File: src/tss_pkg.sv
package tss_pkg;

  localparam int DIFF_W     = 32;
  localparam int TIME_W     = 64;
  localparam int PERIOD_W   = 30;
  localparam int SEC_W      = 26;
  localparam int SH_W       = 36;
  localparam int ROUND_STEPS = SH_W / 4;
  localparam int CNT_W      = 5;
  localparam int IN_DATA_W  = 136;
  localparam int OUT_DATA_W = 8;

  localparam logic [DIFF_W:0] ROUND_BIAS = 33'd50;
  localparam logic [7:0]      ROUND_DIV  = 8'd100;

  typedef struct packed {
    logic [DIFF_W-1:0] gap_d;
    logic [DIFF_W-1:0] elapsed_d;
  } tss_item_t;

  // four bits of a restoring divide by one hundred: {remainder, quotient bits}
  function automatic logic [10:0] div100_step4(input logic [6:0] rem_in,
                                               input logic [3:0] nib);
    logic [7:0] acc;
    logic [6:0] rem;
    logic [3:0] q;
    rem = rem_in;
    q   = '0;
    for (int i = 3; i >= 0; i--) begin
      acc = {rem, nib[i]};
      if (acc >= ROUND_DIV) begin
        acc  = acc - ROUND_DIV;
        q[i] = 1'b1;
      end
      rem = acc[6:0];
    end
    return {rem, q};
  endfunction

endpackage

File: src/tss_front.sv
module tss_front (
  input  logic                       clk,
  input  logic                       rst,
  input  logic                       in_valid,
  output logic                       in_ready,
  input  logic [tss_pkg::TIME_W-1:0] ref_time,
  input  logic [tss_pkg::TIME_W-1:0] now_time,
  input  logic                       restart,
  input  logic                       q_full,
  output logic                       q_push,
  output tss_pkg::tss_item_t         q_item
);
  import tss_pkg::*;

  logic [TIME_W-1:0] prev_time;
  logic [TIME_W-1:0] base_time;

  assign in_ready  = !q_full;
  assign q_push    = in_valid && !q_full;
  assign base_time = (prev_time == '0 || restart) ? ref_time : prev_time;

  assign q_item.gap_d     = now_time[DIFF_W-1:0] - base_time[DIFF_W-1:0];
  assign q_item.elapsed_d = now_time[DIFF_W-1:0] - ref_time[DIFF_W-1:0];

  always_ff @(posedge clk) begin
    if (rst) begin
      prev_time <= '0;
    end else if (q_push) begin
      prev_time <= now_time;
    end
  end

endmodule

File: src/tss_queue.sv
module tss_queue (
  input  logic               clk,
  input  logic               rst,
  input  logic               push,
  input  tss_pkg::tss_item_t push_item,
  output logic               full,
  input  logic               pop,
  output tss_pkg::tss_item_t pop_item,
  output logic               empty
);
  import tss_pkg::*;

  tss_item_t  mem [2];
  logic       wr_ptr;
  logic       rd_ptr;
  logic [1:0] count;

  assign full     = count == 2'd2;
  assign empty    = count == 2'd0;
  assign pop_item = mem[rd_ptr];

  always_ff @(posedge clk) begin
    if (push) begin
      mem[wr_ptr] <= push_item;
    end
  end

  always_ff @(posedge clk) begin
    if (rst) begin
      wr_ptr <= 1'b0;
      rd_ptr <= 1'b0;
      count  <= '0;
    end else begin
      if (push) begin
        wr_ptr <= !wr_ptr;
      end
      if (pop) begin
        rd_ptr <= !rd_ptr;
      end
      case ({push, pop})
        2'b10:   count <= count + 2'd1;
        2'b01:   count <= count - 2'd1;
        default: count <= count;
      endcase
    end
  end

endmodule

File: src/tss_back.sv
module tss_back (
  input  logic                         clk,
  input  logic                         rst,
  input  logic [tss_pkg::PERIOD_W-1:0] slice_period,
  input  logic                         q_empty,
  input  tss_pkg::tss_item_t           q_item,
  output logic                         q_pop,
  output logic                         out_valid,
  input  logic                         out_ready,
  output logic                         selected
);
  import tss_pkg::*;

  typedef enum logic [1:0] {
    IDLE,
    ROUND,
    DIVIDE,
    EVAL
  } state_t;

  state_t              state;
  logic [CNT_W-1:0]    cnt;
  logic [SH_W-1:0]     gap_sh;
  logic [SH_W-1:0]     el_sh;
  logic [6:0]          gap_rem;
  logic [6:0]          el_rem;
  logic [SEC_W-1:0]    gap_sec;
  logic [SEC_W-1:0]    el_bits;
  logic [PERIOD_W-1:0] rem;

  logic [10:0]         gap_step;
  logic [10:0]         el_step;
  logic [SH_W-1:0]     gap_sh_next;
  logic [SH_W-1:0]     el_sh_next;
  logic [PERIOD_W-1:0] period;
  logic [PERIOD_W:0]   rem_w;
  logic [PERIOD_W-1:0] rem_next;
  logic [SEC_W-2:0]    g_half;
  logic [SEC_W-1:0]    g_ceil;
  logic [PERIOD_W-1:0] to_next;
  logic                sel_next;
  logic [DIFF_W:0]     gap_biased;
  logic [DIFF_W:0]     el_biased;

  assign period = (slice_period == '0) ? PERIOD_W'(1) : slice_period;
  assign q_pop  = (state == IDLE) && !q_empty;

  assign gap_biased = {1'b0, q_item.gap_d} + ROUND_BIAS;
  assign el_biased  = {1'b0, q_item.elapsed_d} + ROUND_BIAS;

  assign gap_step    = div100_step4(gap_rem, gap_sh[SH_W-1 -: 4]);
  assign el_step     = div100_step4(el_rem, el_sh[SH_W-1 -: 4]);
  assign gap_sh_next = {gap_sh[SH_W-5:0], gap_step[3:0]};
  assign el_sh_next  = {el_sh[SH_W-5:0], el_step[3:0]};

  always_comb begin
    rem_w = {rem, el_bits[SEC_W-1]};
    if (rem_w >= {1'b0, period}) begin
      rem_w = rem_w - {1'b0, period};
    end
    rem_next = rem_w[PERIOD_W-1:0];
  end

  // lower multiple is elapsed - rem, upper is elapsed - rem + period
  assign g_half   = gap_sec[SEC_W-1:1];
  assign g_ceil   = gap_sec - {1'b0, g_half};
  assign to_next  = period - rem;
  assign sel_next = (rem <= PERIOD_W'(g_half) && (rem != '0 || gap_sec != '0)) ||
                    (to_next < PERIOD_W'(g_ceil));

  always_ff @(posedge clk) begin
    if (rst) begin
      state     <= IDLE;
      cnt       <= '0;
      out_valid <= 1'b0;
    end else begin
      if (out_valid && out_ready) begin
        out_valid <= 1'b0;
      end
      case (state)
        IDLE: begin
          if (!q_empty) begin
            gap_sh  <= SH_W'(gap_biased);
            el_sh   <= SH_W'(el_biased);
            gap_rem <= '0;
            el_rem  <= '0;
            cnt     <= '0;
            state   <= ROUND;
          end
        end
        ROUND: begin
          gap_sh  <= gap_sh_next;
          el_sh   <= el_sh_next;
          gap_rem <= gap_step[10:4];
          el_rem  <= el_step[10:4];
          cnt     <= cnt + CNT_W'(1);
          if (cnt == CNT_W'(ROUND_STEPS - 1)) begin
            gap_sec <= gap_sh_next[SEC_W-1:0];
            el_bits <= el_sh_next[SEC_W-1:0];
            rem     <= '0;
            cnt     <= '0;
            state   <= DIVIDE;
          end
        end
        DIVIDE: begin
          rem     <= rem_next;
          el_bits <= {el_bits[SEC_W-2:0], 1'b0};
          cnt     <= cnt + CNT_W'(1);
          if (cnt == CNT_W'(SEC_W - 1)) begin
            state <= EVAL;
          end
        end
        EVAL: begin
          if (!out_valid || out_ready) begin
            out_valid <= 1'b1;
            selected  <= sel_next;
            state     <= IDLE;
          end
        end
        default: state <= IDLE;
      endcase
    end
  end

endmodule

File: src/timestamp_slice_selector.sv
// Per beat, in order: pop, radix-16 rounding of both differences, restoring
//   remainder by slice_period, then eval; a further beat is popped only after eval,
//   which waits while a previous output beat is stalled.
// The front end takes up to two beats ahead through a two-entry queue.
// Reset: synchronous, active high; clears previous time, queue, output valid,
//   and sets slice_period to 1.
module timestamp_slice_selector (
  input  logic                            clk,
  input  logic                            rst,
  input  logic                            cfg_wr_en,
  input  logic [tss_pkg::PERIOD_W-1:0]    cfg_wr_data,
  input  logic                            s_axis_tvalid,
  output logic                            s_axis_tready,
  // ref_time[63:0], now_time[127:64], restart[128], zero [135:129]
  input  logic [tss_pkg::IN_DATA_W-1:0]   s_axis_tdata,
  output logic                            m_axis_tvalid,
  input  logic                            m_axis_tready,
  // selected[0], zero [7:1]
  output logic [tss_pkg::OUT_DATA_W-1:0]  m_axis_tdata
);
  import tss_pkg::*;

  logic [PERIOD_W-1:0] slice_period;
  logic                q_full;
  logic                q_empty;
  logic                q_push;
  logic                q_pop;
  tss_item_t           push_item;
  tss_item_t           pop_item;
  logic                selected;

  always_ff @(posedge clk) begin
    if (rst) begin
      slice_period <= PERIOD_W'(1);
    end else if (cfg_wr_en) begin
      slice_period <= cfg_wr_data;
    end
  end

  tss_front u_front (
    .clk      (clk),
    .rst      (rst),
    .in_valid (s_axis_tvalid),
    .in_ready (s_axis_tready),
    .ref_time (s_axis_tdata[63:0]),
    .now_time (s_axis_tdata[127:64]),
    .restart  (s_axis_tdata[128]),
    .q_full   (q_full),
    .q_push   (q_push),
    .q_item   (push_item)
  );

  tss_queue u_queue (
    .clk       (clk),
    .rst       (rst),
    .push      (q_push),
    .push_item (push_item),
    .full      (q_full),
    .pop       (q_pop),
    .pop_item  (pop_item),
    .empty     (q_empty)
  );

  tss_back u_back (
    .clk          (clk),
    .rst          (rst),
    .slice_period (slice_period),
    .q_empty      (q_empty),
    .q_item       (pop_item),
    .q_pop        (q_pop),
    .out_valid    (m_axis_tvalid),
    .out_ready    (m_axis_tready),
    .selected     (selected)
  );

  assign m_axis_tdata = {{(OUT_DATA_W-1){1'b0}}, selected};

endmodule

File: config.mk
export PLATFORM = sky130hd
export DESIGN_NAME = timestamp_slice_selector
export DESIGN_NICKNAME = d
export VERILOG_FILES = /design/src/tss_pkg.sv /design/src/tss_front.sv /design/src/tss_queue.sv /design/src/tss_back.sv /design/src/timestamp_slice_selector.sv
export SDC_FILE = /design/constraint.sdc
export NUM_CORES = 1
export LEC_CHECK = 0
export ABC_CLOCK_PERIOD_IN_PS = 18750
export BUFFER_PORTS_ARGS = -buffer_cell sky130_fd_sc_hd__buf_2
export CAP_MARGIN = 20
export CORE_MARGIN = 4
export CORE_UTILIZATION = 58
export DETAILED_ROUTE_END_ITERATION = 16
export GPL_ROUTABILITY_DRIVEN = 1
export PLACE_DENSITY = 0.77
export SLEW_MARGIN = 5
export SYNTH_ARGS = -nofsm -noshare
export SYNTH_HDL_FRONTEND = slang
export SYNTH_SLANG_ARGS = --single-unit
File: constraint.sdc
create_clock -name clk -period 18.75 [get_ports clk]
set_input_delay 2.8125 -clock clk [delete_from_list [all_inputs] [get_ports clk]]
set_output_delay 2.8125 -clock clk [all_outputs]
set_load 0.02 [all_outputs]
Yosys cells after proc, flatten, opt, wreduce, memory -nomap -nowiden
Memory sizes are Yosys's and may differ from the RTL's. A register that Yosys moved wholly into a read port is not among the register bits.
Cells that the tools add are included.
{ "word_totals": {"reg_bits": 275, "latchBits": 0, "ram_bits": 128, "romBits": 0, "inputBits": 171, "output_inout_bits": 10, "elab_cells": 134, "n_memories": 1} }
{ "mem_list": {"columns": ["name", "depth", "word_bits", "read_ports", "rd_ports_with_merged_regs", "write_ports", "line", "rtl"], "rows": [
  ["u_queue.mem", 2, 64, 1, 1, 1, "tss_queue.sv:13", "tss_item_t mem [2];"]
]} }
{ "op_classes": {"n_addsub": 18, "multipliers": 0, "div_mod_pow": 0, "n_lt_le_gt_ge": 11, "eq_ne": 12, "n_shift": 0, "mux": 46, "bitwise_logic": 1, "n_reduce_logical": 29} }
{ "ops": {"columns": ["cell", "count"], "rows": [
  ["36-bit case mux with 2 select lines", 2],
  ["30-bit two-way mux", 3],
  ["36-bit two-way mux", 2],
  ["32-bit by 6-bit adder with 33-bit output (second input constant)", 2],
  ["8-bit by 7-bit greater-or-equal comparator with 1-bit output (second input constant)", 8],
  ["64-bit zero test", 1],
  ["32-bit subtractor", 2],
  ["7-bit two-way mux", 9],
  ["30-bit case mux with 2 select lines", 1],
  ["30-bit subtractor", 2],
  ["7-bit subtractor (second input constant)", 8],
  ["26-bit case mux with 2 select lines", 1],
  ["32-bit two-way mux", 1],
  ["31-bit by 30-bit greater-or-equal comparator with 1-bit output", 1],
  ["30-bit by 25-bit <= comparator with 1-bit output", 1],
  ["30-bit zero test", 1],
  ["30-bit by 26-bit < comparator with 1-bit output", 1],
  ["30-bit nonzero test", 1],
  ["7-bit case mux with 2 select lines", 2],
  ["26-bit two-way mux", 1],
  ["26-bit nonzero test", 1],
  ["26-bit by 25-bit subtractor with 26-bit output", 1],
  ["1-bit two-way mux", 15],
  ["5-bit case mux with 3 select lines", 1],
  ["23 further kinds", 49]
]} }

Depth between registers and ports, before layout
Gate-level depths: netlist (run 1).
{ "logic_depth": {"ltp_word": 10, "mapped_depth": 25, "depth_no_buf": 25} }

Cells and area by module
From an unflattened synthesis (run 1), not the netlist that was laid out.
{ "hier_totals": {"hier_cells": 2945, "area_unflattened_um2": 28045.6} }
{ "modules_own_cells": {"columns": ["module", "instances", "cells_per_inst", "area_per_inst_um2", "seq_area_each_um2"], "rows": [
  ["tss_back", 1, 1710, 15617.5, 5235.0],
  ["tss_front", 1, 908, 6461.2, 1281.2],
  ["tss_queue", 1, 221, 4819.6, 3943.8],
  ["timestamp_slice_selector", 1, 106, 1147.4, 600.6]
]} }

Worst setup path before layout (run 1)
No wires, ideal clock.
{ "synth_timing": {"path_kind": "in2reg", "from": "in rst", "to": "reg u_back.el_rem[0], enable pin", "setup_ns": 0.636, "t_arrival_ns": 8.880, "required_ns": 18.114, "path_slack_ns": 9.234, "path_stages": 2, "n_path_buf": 1, "cell_sequence": "clkbuf_1 -> nor3_1"} }
{ "synth_via": {"elab_chain_cells": 2} }
{ "synth_lines": {"columns": ["element", "line", "rtl"], "rows": [
  ["start, declared", "timestamp_slice_selector.sv:9", "input logic rst,"],
  ["1-bit inverter (no line)", null, null],
  ["3-bit AND reduction (no line)", null, null],
  ["end signal, assigned", "tss_back.sv:95", "el_rem <= el_step[10:4];"],
  ["end, declared", "tss_back.sv:26", "logic [6:0] el_rem;"]
]} }
Every way passes these cells.
A chain may end at the register's enable or synchronous reset.

==> results of run 1 <==
per-stage QoR:
stage,worst slack [ps],total power [uW],util [%],std cells,hold WS [ps]
after global placement,11670,2950,60.9,3472,438
final,12180,3970,64.4,3557,408
after global routing,11890,4220,64.4,3557,429
after CTS,12230,3980,64.3,3556,406
after detailed placement,11650,3030,60.9,3472,435
after floorplan,9230,2680,-,2841,420
synth_stat cells, types with 14 or more instances:
cell | number | share of area (%)
nand2_1 | 327 | 4.5
edfxtp_1 | 297 | 33
ha_1 | 235 | 11
a21oi_1 | 210 | 3.8
inv_1 | 186 | 2.6
nor2_1 | 157 | 2.2
xnor2_1 | 143 | 4.6
mux2i_1 | 138 | 5.1
o21ai_0 | 136 | 2.5
dfxtp_1 | 107 | 7.8
clkbuf_1 | 91 | 1.3
a21o_1 | 67 | 1.8
nor2b_1 | 66 | 1.5
xor2_1 | 66 | 2.1
nand3_1 | 42 | 0.77
mux2_2 | 38 | 1.6
o21a_1 | 37 | 1.0
nor4_1 | 35 | 0.80
nand2b_1 | 32 | 0.73
nor3_1 | 30 | 0.55
nand4_1 | 28 | 0.64
and2_1 | 26 | 0.60
o21bai_1 | 26 | 0.71
a31oi_1 | 19 | 0.44
a211oi_1 | 16 | 0.44
or2_2 | 15 | 0.34
nand3b_1 | 14 | 0.38
o211ai_1 | 14 | 0.38
or3_1 | 14 | 0.32
logic make-up (layout without fill, tap and decap cells):
family,count (synthesis),in the layout,synth area share [%]
compound gates,643,643,15.1
xor+xnor,209,209,6.70
fa+ha+maj,240,240,11.1
buf+inv,309,418,4.52
flops,404,404,40.5
mux,179,179,6.81
other cells,1,7,0.0137
simple gates,850,850,15.2
per-layer routing:
metal  share of wire (%)  global-route usage (%)  wire, um
met1                  42                    29.5     26400
met2                  50                    43.6     31100
met5                   0                       0         0
met4                 3.7                    9.47      2290
met3                 4.5                    3.15      2820
flip-flops by register name (all words and copies together) (netlist names), named ones only:
| name | cells |
|---|---|
| u_queue.mem | 128 |
| u_front.prev_time | 64 |
| u_back.el_sh | 36 |
| u_back.gap_sh | 36 |
| slice_period | 30 |
| u_back.rem | 30 |
| u_back.el_bits | 26 |
| u_back.gap_sec | 26 |
| u_back.el_rem | 7 |
| u_back.gap_rem | 7 |
| u_back.cnt | 5 |
| u_back.state | 2 |
| u_queue.count | 2 |
| u_back.out_valid | 1 |
| u_back.selected | 1 |
| u_queue.rd_ptr | 1 |
| u_queue.wr_ptr | 1 |
where the power goes:
group | internal (uW) | switching [uW]
Clock | 559 | 377
Sequential | 1270 | 136
Combinational | 641 | 988
layout by cell type, fill, tap and decap left out, types with 8 or more instances in the layout:
cell and n:
mux2i_1 138, o211a_1 11, xor2_1 66, a21oi_1 210, o21ai_0 136, o21bai_1 26
nand4_1 28, mux2_2 38, nand2_1 327, o2111ai_1 8, nor3b_1 12, ha_1 233
nand3b_1 14, o21a_1 37, a211o_1 9, a21o_1 67, dfxtp_1 106, and2_1 25
edfxtp_1 297, nand3_1 42, nor2_1 155, o211ai_1 14, buf_4 13, nor4_1 35
buf_2 133, o31ai_1 9, a31oi_1 19, a211oi_1 16, nor2b_1 66, and3_1 12
xnor2_1 143, nand2b_1 32, nor3_1 29, or2_2 15, or3_1 14, inv_1 185
clkbuf_16 47
layout make-up:
cell class	count	area, um2
Multi-Input combinational cell	2128	15100
Sequential cell	404	11100
Clock inverter	28	349
Timing Repair Buffer	147	778
Tap cell	607	759
Inverter	187	702
Fill cell	3639	16600
Clock buffer	56	1240
worst max path at each step:
stage / end / slack (ps) / cells past startpoint
finish: u_queue.mem[1][62] / 12180 / 18
floorplan: u_back.el_rem[0] / 9230 / 2
CTS: u_queue.mem[0][63] / 12230 / 17
global route: u_queue.mem[0][62] / 11890 / 18
detailed placement: u_queue.mem[0][62] / 11650 / 18
global placement: u_queue.mem[0][62] / 11670 / 18
==> results, run 1 <==
- In the routed design, unresolved DRC markers number 0.
- The number of flops mapped to enable cells by yosys is 297.
- The stage delay of the slowest cell on the critical path is 490 ps.
- The detailed placer's ending HPWL is 47.6 mm.
- The wire length of the first global-routing pass is 101 mm.
- Entering global routing, the biggest net connects 93 pins.
- The remaining max-slew budget at the tightest pin is 22.4%.
- The number of global-route vias before repair is 20800.
- The setup TNS is 0 ps.
- The async set-reset flop share out of synthesis is 0%.
- The type of the most critical hold path is reg2reg.
- The wire length per cell after detailed routing is 17.6 um.
- The initial core utilization is 58.6%.
- The final critical path takes up 35.0% of the cycle.
- The slowest stage of the critical path is the buf_4 cell.
- The count of pins on the block boundary is 181.
- Grouping stages by cell kind, the critical path spends the most delay in compound AO/OA/AOI/OAI gates.
- The total count of max-transition violations in the final report came to 0.
- The number of core rows is 79.
- The source of the worst hold timing path is u_back.gap_sh[11].
- The count of nets left with antenna violations once routing finished came out at 0.
- The setup check on the worst reg-to-reg path leaves a slack of 12500 ps.
- The starting DRC count in detailed routing is around 1300.
- Counting stages on the worst path, the most repeated cell is o21ai_0.
- After clock tree synthesis, the repair step resized 0 gates.
- Of all nets on the critical path, the largest fanout is 32.
- The maximum clock skew at final layout is just over 40 ps.
- The kind of start point of the critical path is an input pin.
- The netlist area before placement is 27300 um2.
- Tracing the worst setup path back leads to its startpoint at s_axis_tdata[128].
- The flow ran to the end, and the final reports show no timing, DRC or antenna violations.
- The synthesized netlist contains 96 unique library cells.
- After layout, the minimum clock period comes to 6570 ps.
- The synthesized design contains 404 register bits.
- The worst path arrival time is 6900 ps.
- The maximum clock frequency is 0.152 GHz.
- The buffer count from post-CTS setup fixing is 0.
- For this run, the total global-route usage over all layers was measured as roughly 24%.
- Data on the critical path is required at its endpoint by about 19000 ps.
- The number of antenna diodes in the final layout is 0.
- The floorplan die area is 50600 um2.
- At the end of routability-driven placement, the weighted congestion stood at 0.932.
- The number of stages on the worst hold path is 0.
- In this run the tool buffered the top-level ports with 134 buffer cells.
- The clock transition time at the flip-flop clock pins of the worst setup and hold paths is around 60 ps.
- For the pin with the worst max-slew slack, the measured transition is 1160 ps.
- For this run the aggregate overflow at the end of global routing stands at 0.
- The post-place instance area is ~28000 um2.
- The worst register-to-register path begins at u_back.el_rem[1].
- The CTS tree is done.
- Traced cell by cell, the critical path runs through buf_2 -> inv_1 -> o41ai_2 -> buf_4 -> mux2_2 -> ha_1 -> fa_1 -> nor2b_1 -> o21ai_0 -> a21boi_0 -> o31a_1 -> a21o_1 -> a31oi_1 -> o21ai_0 -> a2111oi_0 -> o21bai_1 -> a21oi_1 -> xnor2_1.
- Relative to the synthesized area, the layout overhead comes to 9.76%.
- The most frequently used flop master after synthesis is edfxtp_1.
- The H-tree generated during clock tree synthesis spans 2 levels.
- The wire length reported by the detailed router is roughly 63 mm.
- At the later pin of the worst-skew pair, clock insertion delay measures 600 ps.
- The average footprint of a synthesized cell is 9.63 um2.
- The root buffer cell is clkbuf_16.
- In the final layout, the share of cells above drive strength 1 is 10.6%.
- The finished cells cover 30000 um2.
- The type of destination of the critical path is a register.
- The setup-violating endpoint count in the final report is 0.
- The tool flagged a number of max-cap violations equal to 0.
- The buffering stage count on the worst path with inverters included is 3.
- The static leakage power is 0.0123 uW.
- The number of vias per cell after detailed routing is 5.88.
- The floorplan step defined a core boundary enclosing 46600 um2.
- The pre-antenna-repair detailed-routing pass consisted of 8 iterations.
- The hold violation count in the final report is 0.
- The number of clock buffers inserted by TritonCTS is 46.
- The sequential share of the synthesized area is 40.5%.
- The vertical extent of the die is 225 um.
- In the synthesized netlist, the number of instances is 2835.
- In this run the horizontal extent of the chip is 225 um.
- Power spread over the standard cell area amounts to 133 nW/um2.
- The largest buffer count on any clock path is 3.
- In this run, post-CTS hold repair placed 0 buffers.
- The worst setup path category is in2reg.
- Setup repair after global routing left no endpoint under its margin.
- The reg-to-reg endpoint is u_back.el_rem[5].
- The final layout contains 3325 nets.
- The via total after detailed routing is 20900.
- IR analysis of the VDD net gives a maximum drop of 0.0000826 V.
- For this run, the number of Yosys warnings is 0.
- For hold timing, the worst endpoint is u_back.gap_sec[15].
- The number of cells traversed by the worst register-to-register path is 23.
- The number of antenna violations at the first check in global routing was 0.
- The TritonCTS sink count is 404.
Note: power is estimated with default switching activity, not from simulation.
==> inputs of run 2 (changes only) <==
--- a/config.mk
+++ b/config.mk
@@ -5,14 +5,15 @@
 export SDC_FILE = /design/constraint.sdc
 export NUM_CORES = 1
 export LEC_CHECK = 0
-export ABC_CLOCK_PERIOD_IN_PS = 18750
+export ABC_AREA = 1
+export ABC_CLOCK_PERIOD_IN_PS = 5400
 export BUFFER_PORTS_ARGS = -buffer_cell sky130_fd_sc_hd__buf_2
 export CAP_MARGIN = 20
 export CORE_MARGIN = 4
-export CORE_UTILIZATION = 58
+export CORE_UTILIZATION = 56
 export DETAILED_ROUTE_END_ITERATION = 16
 export GPL_ROUTABILITY_DRIVEN = 1
-export PLACE_DENSITY = 0.77
+export PLACE_DENSITY = 0.78
 export SLEW_MARGIN = 5
 export SYNTH_ARGS = -nofsm -noshare
 export SYNTH_HDL_FRONTEND = slang
==> constraint.sdc (replaced) <==
create_clock -name clk -period 5.4 [get_ports clk]
set_input_delay 0.81 -clock clk [delete_from_list [all_inputs] [get_ports clk]]
set_output_delay 0.81 -clock clk [all_outputs]
set_load 0.02 [all_outputs]
==> run 2 against run 1 <==
Via count grew 7.0%. Die area grew 3.4%. Routed wire length increased by 3.3%. Sequential share of layout area fell by 0.24 points. Combinational power rose to 5.1 times the previous value. Setup slack got worse by 12000 ps. Critical endpoint is now u_back.selected.
==> results, run 2 <==
- The non-filler instance count after layout is 4069.
- The most frequently used flop master after synthesis is edfxtp_1.
- The area growth from synthesis to layout is 10.5%.
- The first global-routing pass estimated 105 mm of wire.
- Synthesis inferred 404 register bits.
- The TritonCTS sink count is 404.
- The net count reported at finish is 3831.
- The layer with the highest usage is met2.
- The type of the most critical hold path is in2reg.
- The share of the Yosys chip area taken by registers is 40.5%.
- Setup violations remaining at the end of the flow were counted as 0.
- After clock tree synthesis, the flow added hold-fix buffers numbering 0.
- The area inside the core boundary is about 48000 um2.
- The wire length reported by the detailed router is 64.6 mm.
- The overall fraction of global-route tracks in use is roughly a quarter.
- The floorplan step defined a die boundary enclosing 52300 um2.
- The pin count of the biggest net entering global routing is between 80 and 90.
- At the pin with the least slew margin, the transition time is 874 ps.
- Yosys mapped the design onto 64 distinct sky130hd cell types.
- The type of destination of the critical path is a register.
- After layout, the design draws a total of between 15000 and 20000 uW.
- In this run, CTS created clock tree buffers numbering 44.
- The worst path arrival time is 5450 ps.
- STA classifies the critical path startpoint as a register.
- The total overflow left after global routing is 0.
- At the end of routability-driven placement, the weighted congestion stood at 0.953.
- The static leakage power is roughly 0.013 uW.
- After detailed routing, the number of remaining DRC violations is 0.
- Summed over all nets, the half-perimeter wirelength after detailed placement is 49.5 mm.
- Sorting the synthesized cells by area gives the leading types as edfxtp_1 (33%), ha_1 (11%), dfxtp_1 (7.8%).
- The most common library cell in the layout ignoring fill and taps is nand2_1.
- The detailed-router iteration count before antenna repair is 6.
- For this run, asynchronously set or reset flops after synthesis account for 0%.
- The critical path is of the reg2reg type.
- The worst hold path terminates at slice_period[0].
- The clock latency reported for the late side of the worst-skew pair is roughly 600 ps.
- The die is about 230 um wide.
- The clock transition time at the flip-flop clock pins of the worst setup and hold paths is 70 ps.
- Counting instances, the worst hold path has a depth of 3.
- The register-to-register path setup slack is 270 ps.
- The source of the worst hold timing path is cfg_wr_data[0].
- The number of global-route vias before repair is 21200.
- The starting DRC count in detailed routing is 1722.
- The total count of max-transition violations in the final report was 0.
- The synthesized design spends more area on one cell type than any other, namely edfxtp_1.
- The diode insertion count for antenna repair is 0.
- The post-placement cell count is 3989.
- The number of flops mapped to enable cells by yosys is 297.
- Counting I/O delays and the setup requirement, the final critical path takes 5130 ps.
- The via total after detailed routing is 22400.
- The register with the most flip-flops in the layout has between 100 and 150 of them.
- The number of core rows is 80.
- The vertical extent of the die is 229 um.
- TritonCTS built the clock tree.
- nand2_1 is the most common cell in the netlist.
- In this run the tool buffered the top-level ports with 134 buffer cells.
- The mapped netlist covers between 20000 and 30000 um2.
- The ratio of cells with drive above 1 in the final layout is 10.8%.
- Across the VDD grid, the largest voltage drop is 0.000395 V.
- The power per standard cell area is 542 nW/um2.
- In the final layout, the registers with the most flip-flops are u_queue.mem x128, u_front.prev_time x64.
- The largest register by flop count is u_queue.mem.
- The root buffer cell is clkbuf_16.
- The remaining max-slew budget at the tightest pin is about two fifths.
- The required time reported for the critical path endpoint is between 5000 and 6000 ps.
- Dividing the synthesized area by the synthesized cell count gives 8.23 um2.
- Global routing used 3.35% of the available met3 tracks.
- After layout, the worst path uses 95.0% of the clock period.
- The number of maximum-capacitance constraint violations is 0.
- After detailed routing, the average wire length per cell comes to 15.9 um.
- The number of fill cells in the layout is 4049.
- Dividing the detail-routed via count by the number of cells gives 5.50.
- The maximum clock skew at final layout is between 40 and 50 ps.
- In the global route stage, met1 resource usage came out at 32.6%.
- In the layout the commonest cells are nand2_1 (548), inv_1 (424), o21ai_0 (315).
- Measured in cells, the most critical reg-to-reg path has a length of 27.
- The met2 track demand over resource in global routing is 39.9%.
- The flow ran to the end, and the final reports show no timing, DRC or antenna violations.
- The final antenna-violating net count is 0.
- In this run the biggest area consumer among cell types represents 32.7% of the synthesized area.
- The maximum fanout encountered on the critical timing path is 4.
- The start point of the critical path is slice_period[12].
- Pin placement for this block handled 181 I/O pins.
- In this run the number of H-tree levels came out at 2.
- The worst register-to-register path begins at slice_period[12].
- The reg-to-reg endpoint is u_back.selected.
- The commonest cells after synthesis are nand2_1 (549), inv_1 (427), o21ai_0 (317).
- During synthesis, Yosys emitted a total of 0 warnings.
- The initial core utilization is 56.9%.
- Based on the critical path, the design can be clocked at up to 0.195 GHz.
- In this run the deepest clock path goes through 3 buffers.
- The number of antenna violations at the first check in global routing is 1.
- The hold violation count in the final report is 0.
- The synthesized instance count is roughly 3300.
==> run 2: cell types whose count changed in the layout (fill, tap and decap cells not counted), moves of 51 or more <==
| cell | delta |
|---|---|
| inv_1 | +239 |
| nand2_1 | +221 |
| o21ai_0 | +179 |
| nor2_1 | +158 |
| mux2i_1 | -114 |
| xnor2_1 | -92 |
| a21oi_1 | +72 |
| nor2b_1 | -66 |
| a21o_1 | -57 |
| nand3_1 | +51 |
==> run 2: how the worst max path moves through the flow <==
stage	slack, ps	endpoint	depth (start not counted)
after floorplan	360	u_back.el_rem[0]	2
after global placement	90	u_back.selected	27
after detailed placement	50	u_back.selected	28
after CTS	10	u_back.selected	28
after global routing	-30	u_back.selected	28
final	270	u_back.selected	27
==> run 2: worst max-delay path, cell delays in order (launching register included) <==
cell and delay [ps]:
dfxtp_1 340, nor4_2 400, nand4_1 230, nor4_2 320, buf_4 180, nor2_1 50, ha_1 200, fa_1 400
inv_1 70, nand3_1 60, nand2_1 90, a21oi_1 60, o21ai_1 190, a21oi_1 130, o21ai_2 190, a21boi_2 130
o21ai_2 230, a21boi_1 140, o21ai_1 250, xor2_1 110, ha_1 280, nand2_1 60, nor3_1 170, o21ai_0 130
o211ai_1 130, a211oi_2 110, nand2_1 150, nand2_1 70
==> run 2: kinds of logic after synthesis <==
logic type,share of synthesized area (%)
simple gates,19.3
compound gates,14.9
buf+inv,7.84
flops,40.5
fa+ha+maj,11.1
xor+xnor,5.42
mux,0.880
other cells,0.0137
==> run 2: metrics by stage <==
| stage | hold slack, ps | TNS [ps] | instance area [um2] | setup slack [ps] | util [%] |
|---|---|---|---|---|---|
| after floorplan | 426 | 0 | 27300 | 358 | - |
| after global placement | 427 | 0 | 28600 | 92.1 | 59.6 |
| after detailed placement | 436 | 0 | 28600 | 48.7 | 59.6 |
| after CTS | 398 | 0 | 30100 | 12.7 | 62.8 |
| after global routing | 431 | -34.1 | 30200 | -34.1 | 62.9 |
| final | 430 | 0 | 30200 | 270 | 62.9 |
==> run 2: timing repair <==
item,4_1_cts,5_1_grt
setup endpoints to repair,0,1
buffers inserted,0,0
resized for setup,0,15
==> run 2: where the power goes <==
group / switching, uW / internal (uW) / total (uW)
sequential: 402 / 4540 / 4940
combinational: 5540 / 2730 / 8270
clock: 1270 / 1850 / 3120
total: 7220 / 9120 / 16300
==> run 2: per-layer routing <==
layer	part of all wire, %	up-vias
met2	46	583
met4	3.1	2
met1	45	10200
met5	0.011	-
met3	5.5	126
li1	-	11400
==> run 2: area by class of cell <==
| cell class | count | area (um2) | area share (%) |
|---|---|---|---|
| well taps | 615 | 769 | 2.55 |
| repair buffers | 166 | 936 | 3.10 |
| clock buffers | 57 | 1180 | 3.91 |
| clock inverters | 23 | 324 | 1.07 |
| multi-input cells | 2369 | 14200 | 47.2 |
| flip-flops and latches | 404 | 11100 | 36.7 |
| inverters | 435 | 1640 | 5.42 |
==> inputs of run 3 (changes only) <==
--- a/config.mk
+++ b/config.mk
@@ -10,10 +10,9 @@
 export BUFFER_PORTS_ARGS = -buffer_cell sky130_fd_sc_hd__buf_2
 export CAP_MARGIN = 20
 export CORE_MARGIN = 4
-export CORE_UTILIZATION = 56
+export CORE_UTILIZATION = 35
 export DETAILED_ROUTE_END_ITERATION = 16
 export GPL_ROUTABILITY_DRIVEN = 1
-export PLACE_DENSITY = 0.78
 export SLEW_MARGIN = 5
 export SYNTH_ARGS = -nofsm -noshare
 export SYNTH_HDL_FRONTEND = slang
==> run 3 against run 2 <==
Final cell count increased by 11%. Sequential share of layout area decreased by 0.67 points. Clock power shrank 4%. Sequential power about the same. Global-route usage down 8.0 points. Register-to-register slack improved by 110 ps. Largest cell class unchanged. Utilization fell by 23 points. Combinational power is essentially flat. Routed wire length increased by 4.0%. Non-clock buffer count grew 14.
==> results, run 3 (synthesized netlist as in run 2, its figures left out) <==
- The run finished with clean final reports.
- The root buffer cell is clkbuf_16.
- The type of the most critical hold path is reg2reg.
- The maximum fanout encountered on the critical timing path is 4.
- The most common cell type on the critical path is nand2_1.
- Data arrives at the worst endpoint at 5480 ps.
- Global routing consumed, over all layers together, 16.1% of the routing resources.
- Summed over all nets, the half-perimeter wirelength after detailed placement is approximately 52 mm.
- Setup total negative slack on the finished layout was measured at 0 ps.
- The floorplan has 102 rows.
- For the worst-skew pair, the clock arrives at the later sink with an insertion delay of 590 ps.
- For this configuration, the core starts out at a cell density of 35.3%.
- Total power for the finished layout comes to between 15000 and 20000 uW.
- From synthesis to final layout, the design area changed by 12.5%.
- Routed signal wires occupy layers up through met4.
- The final critical path takes up between 90% and 100% of the cycle.
- The register with the most flip-flops in the layout has 128 of them.
- The pin count of the biggest net entering global routing is 84.
- The type of destination of the critical path is a register.
- The repair_antennas step left the layout with diodes totalling 0.
- In this run the power density over the cells is ~530 nW/um2.
- Routability-driven placement finished with a final weighted congestion of between 0.8 and 0.9.
- During I/O placement, the number of pins put on the boundary was 181.
- Leaving out fill and tap cells, the most frequent cell in the layout is nand2_1.
- The largest register by flop count is u_queue.mem.
- The number of I/O port buffers is 134.
- After detailed routing, the number of remaining DRC violations is 0.
- The clock transition time at the flip-flop clock pins of the worst setup and hold paths is 60 ps.
- In the layout the commonest cells are nand2_1 (548), inv_1 (424), o21ai_0 (315).
- In this run the tightest slew margin relative to its limit is 40.5%.
- The H-tree was split into 2 levels.
- For flop-to-flop paths, the worst setup slack is 380 ps.
- Detailed routing inserted a total of 21900 vias.
- Measured along the x axis, the die boundary spans 287 um.
- The number of global-route vias before repair is 21000.
- For this block, wires on met1 add up to 31.2 mm.
- The worst setup path category is reg2reg.
- The minimum setup slack in the final design is 377 ps.
- Clock tree synthesis inserted a total of 48 buffers.
- The detailed router finished its first iteration with 1234 violations.
- The CTS tree is done.
- The number of maximum-capacitance constraint violations is 0.
- CTS saw 404 sinks.
- The largest buffer count on any clock path is 3.
- At the placement stage, the worst setup path has a slack of -23.1 ps.
- Measured along the y axis, the die boundary spans 287 um.
- STA classifies the critical path startpoint as a register.
- The slowest stage of the critical path belongs to the cell fa_1.
- The number of vias per cell after detailed routing is 4.85.
- The buffering stage count on the worst path with inverters included is 3.
- In this run, post-CTS hold repair placed 0 buffers.
- Once detail routing completed, the nets flagged for antenna violations numbered 0.
- In this design, the stage delay of the slowest critical-path cell is 410 ps.
- The floorplan die area is 82500 um2.
- Summed over all cells, the static leakage comes to 0.0135 uW.
- The ratio of cells with drive above 1 in the final layout is a little over a tenth.
- The number of fill cells in the layout is 7940.
- The cell family with the largest share of critical-path delay is compound AO/OA/AOI/OAI gates.
- The required time reported for the critical path endpoint is 5860 ps.
- The peak ir drop on the vdd network is 0.000402 V.
- Between clock sinks in the finished design, the worst skew comes to 59.7 ps.
- Setup violations remaining at the end of the flow were counted as 0.
- Detailed routing placed a total of 31.7 mm of wire on met2.
- Derived from the worst setup path, the maximum achievable clock frequency is 0.199 GHz.
- The number of antenna violations at the first check in global routing came to 0.
- The routed design has 67.2 mm of wire.
- The wire length of the first global-routing pass is about 110 mm.
- The region available for standard cell placement spans slightly below 80000 um2.
- In the final routed layout, each cell accounts on average for between 10 and 15 um.
- For this run the aggregate overflow at the end of global routing stands at 0.
- The hold violation count in the final report is 0.
- The net count reported at finish is 3849.
- In the detailed route, the total length drawn on met3 is roughly 2.9 mm.
- The total count of max-transition violations in the final report is 0.
- At the pin with the least slew margin, the transition time is about 900 ps.
- In the final layout, the registers with the most flip-flops are u_queue.mem x128, u_front.prev_time x64.
- The detailed-router iteration count before antenna repair is 6.
- The smallest clock period supported by the final layout is computed as ~5000 ps.
## run 3: changes by cell type in the layout (fill, tap and decap cells not counted), moves of 2 or more
cell       change
inv_6          -3
buf_4         +13
nor4_1         +2
clkbuf_8       -2
clkinv_1       +4
bufinv_16      -5
clkbuf_16      +4
clkbuf_1       +5
clkinv_2       +5
## run 3: area by class of cell
type	instances	area [um2]	area share, %
multi-input combinational	2369	14200	46.3
timing repair buffer	180	1050	3.43
sequential	404	11100	36.0
clock buffer	64	1270	4.14
inverter	435	1640	5.32
clock inverter	22	164	0.534
tap	1040	1300	4.24
## run 3: final timing paths
| path | startpoint | to | cells after the start |
|---|---|---|---|
| worst min register to register | u_back.gap_sh[9] | u_back.gap_sec[13] | 0 |
| worst min-delay path | u_back.gap_sh[9] | u_back.gap_sec[13] | 0 |
| worst max register to register | slice_period[24] | u_back.selected | 29 |
| worst max-delay path | slice_period[24] | u_back.selected | 29 |
## run 3: power breakdown
part / internal [uW] / leakage, uW / switching [uW]
Sequential: 4540 / 0.00366 / 396
Clock: 1700 / 0.000699 / 1280
Combinational: 2750 / 0.00911 / 5490
Total: 8990 / 0.0135 / 7170
## run 3: timing repair
item,in CTS,in global routing
pin swaps,0,3
gates cloned,0,0
resized for setup,2,10
buffers inserted,0,3
setup endpoints to repair,1,5
## run 3: per-stage QoR
step	instance area (um2)	utilization [%]	std cells	hold WS, ps
CTS	30600	39.6	4510	406
finish	30700	39.7	4514	416
global route	30700	39.7	4514	441
global placement	29200	37.8	4424	430
detailed placement	29200	37.8	4424	438
floorplan	27300	-	3324	426
## run 3: metal layers
layer / vias up / global-route usage [%]
li1: 11500 / -
met1: 9953 / 21.4
met2: 407 / 27.6
met3: 82 / 2.19
met4: 0 / 3.95
met5: - / 0
## run 3: worst reg2reg max path, delay by kind of cell, from the launching register on
kind	cells	cell delay, ps
AO/OA/AOI/OAI	12	1810
AND/OR/NAND/NOR	10	1310
adder cells (fa/ha/maj)	3	910
buffers and inverters	3	410
flip-flops	1	320
XOR/XNOR	1	140
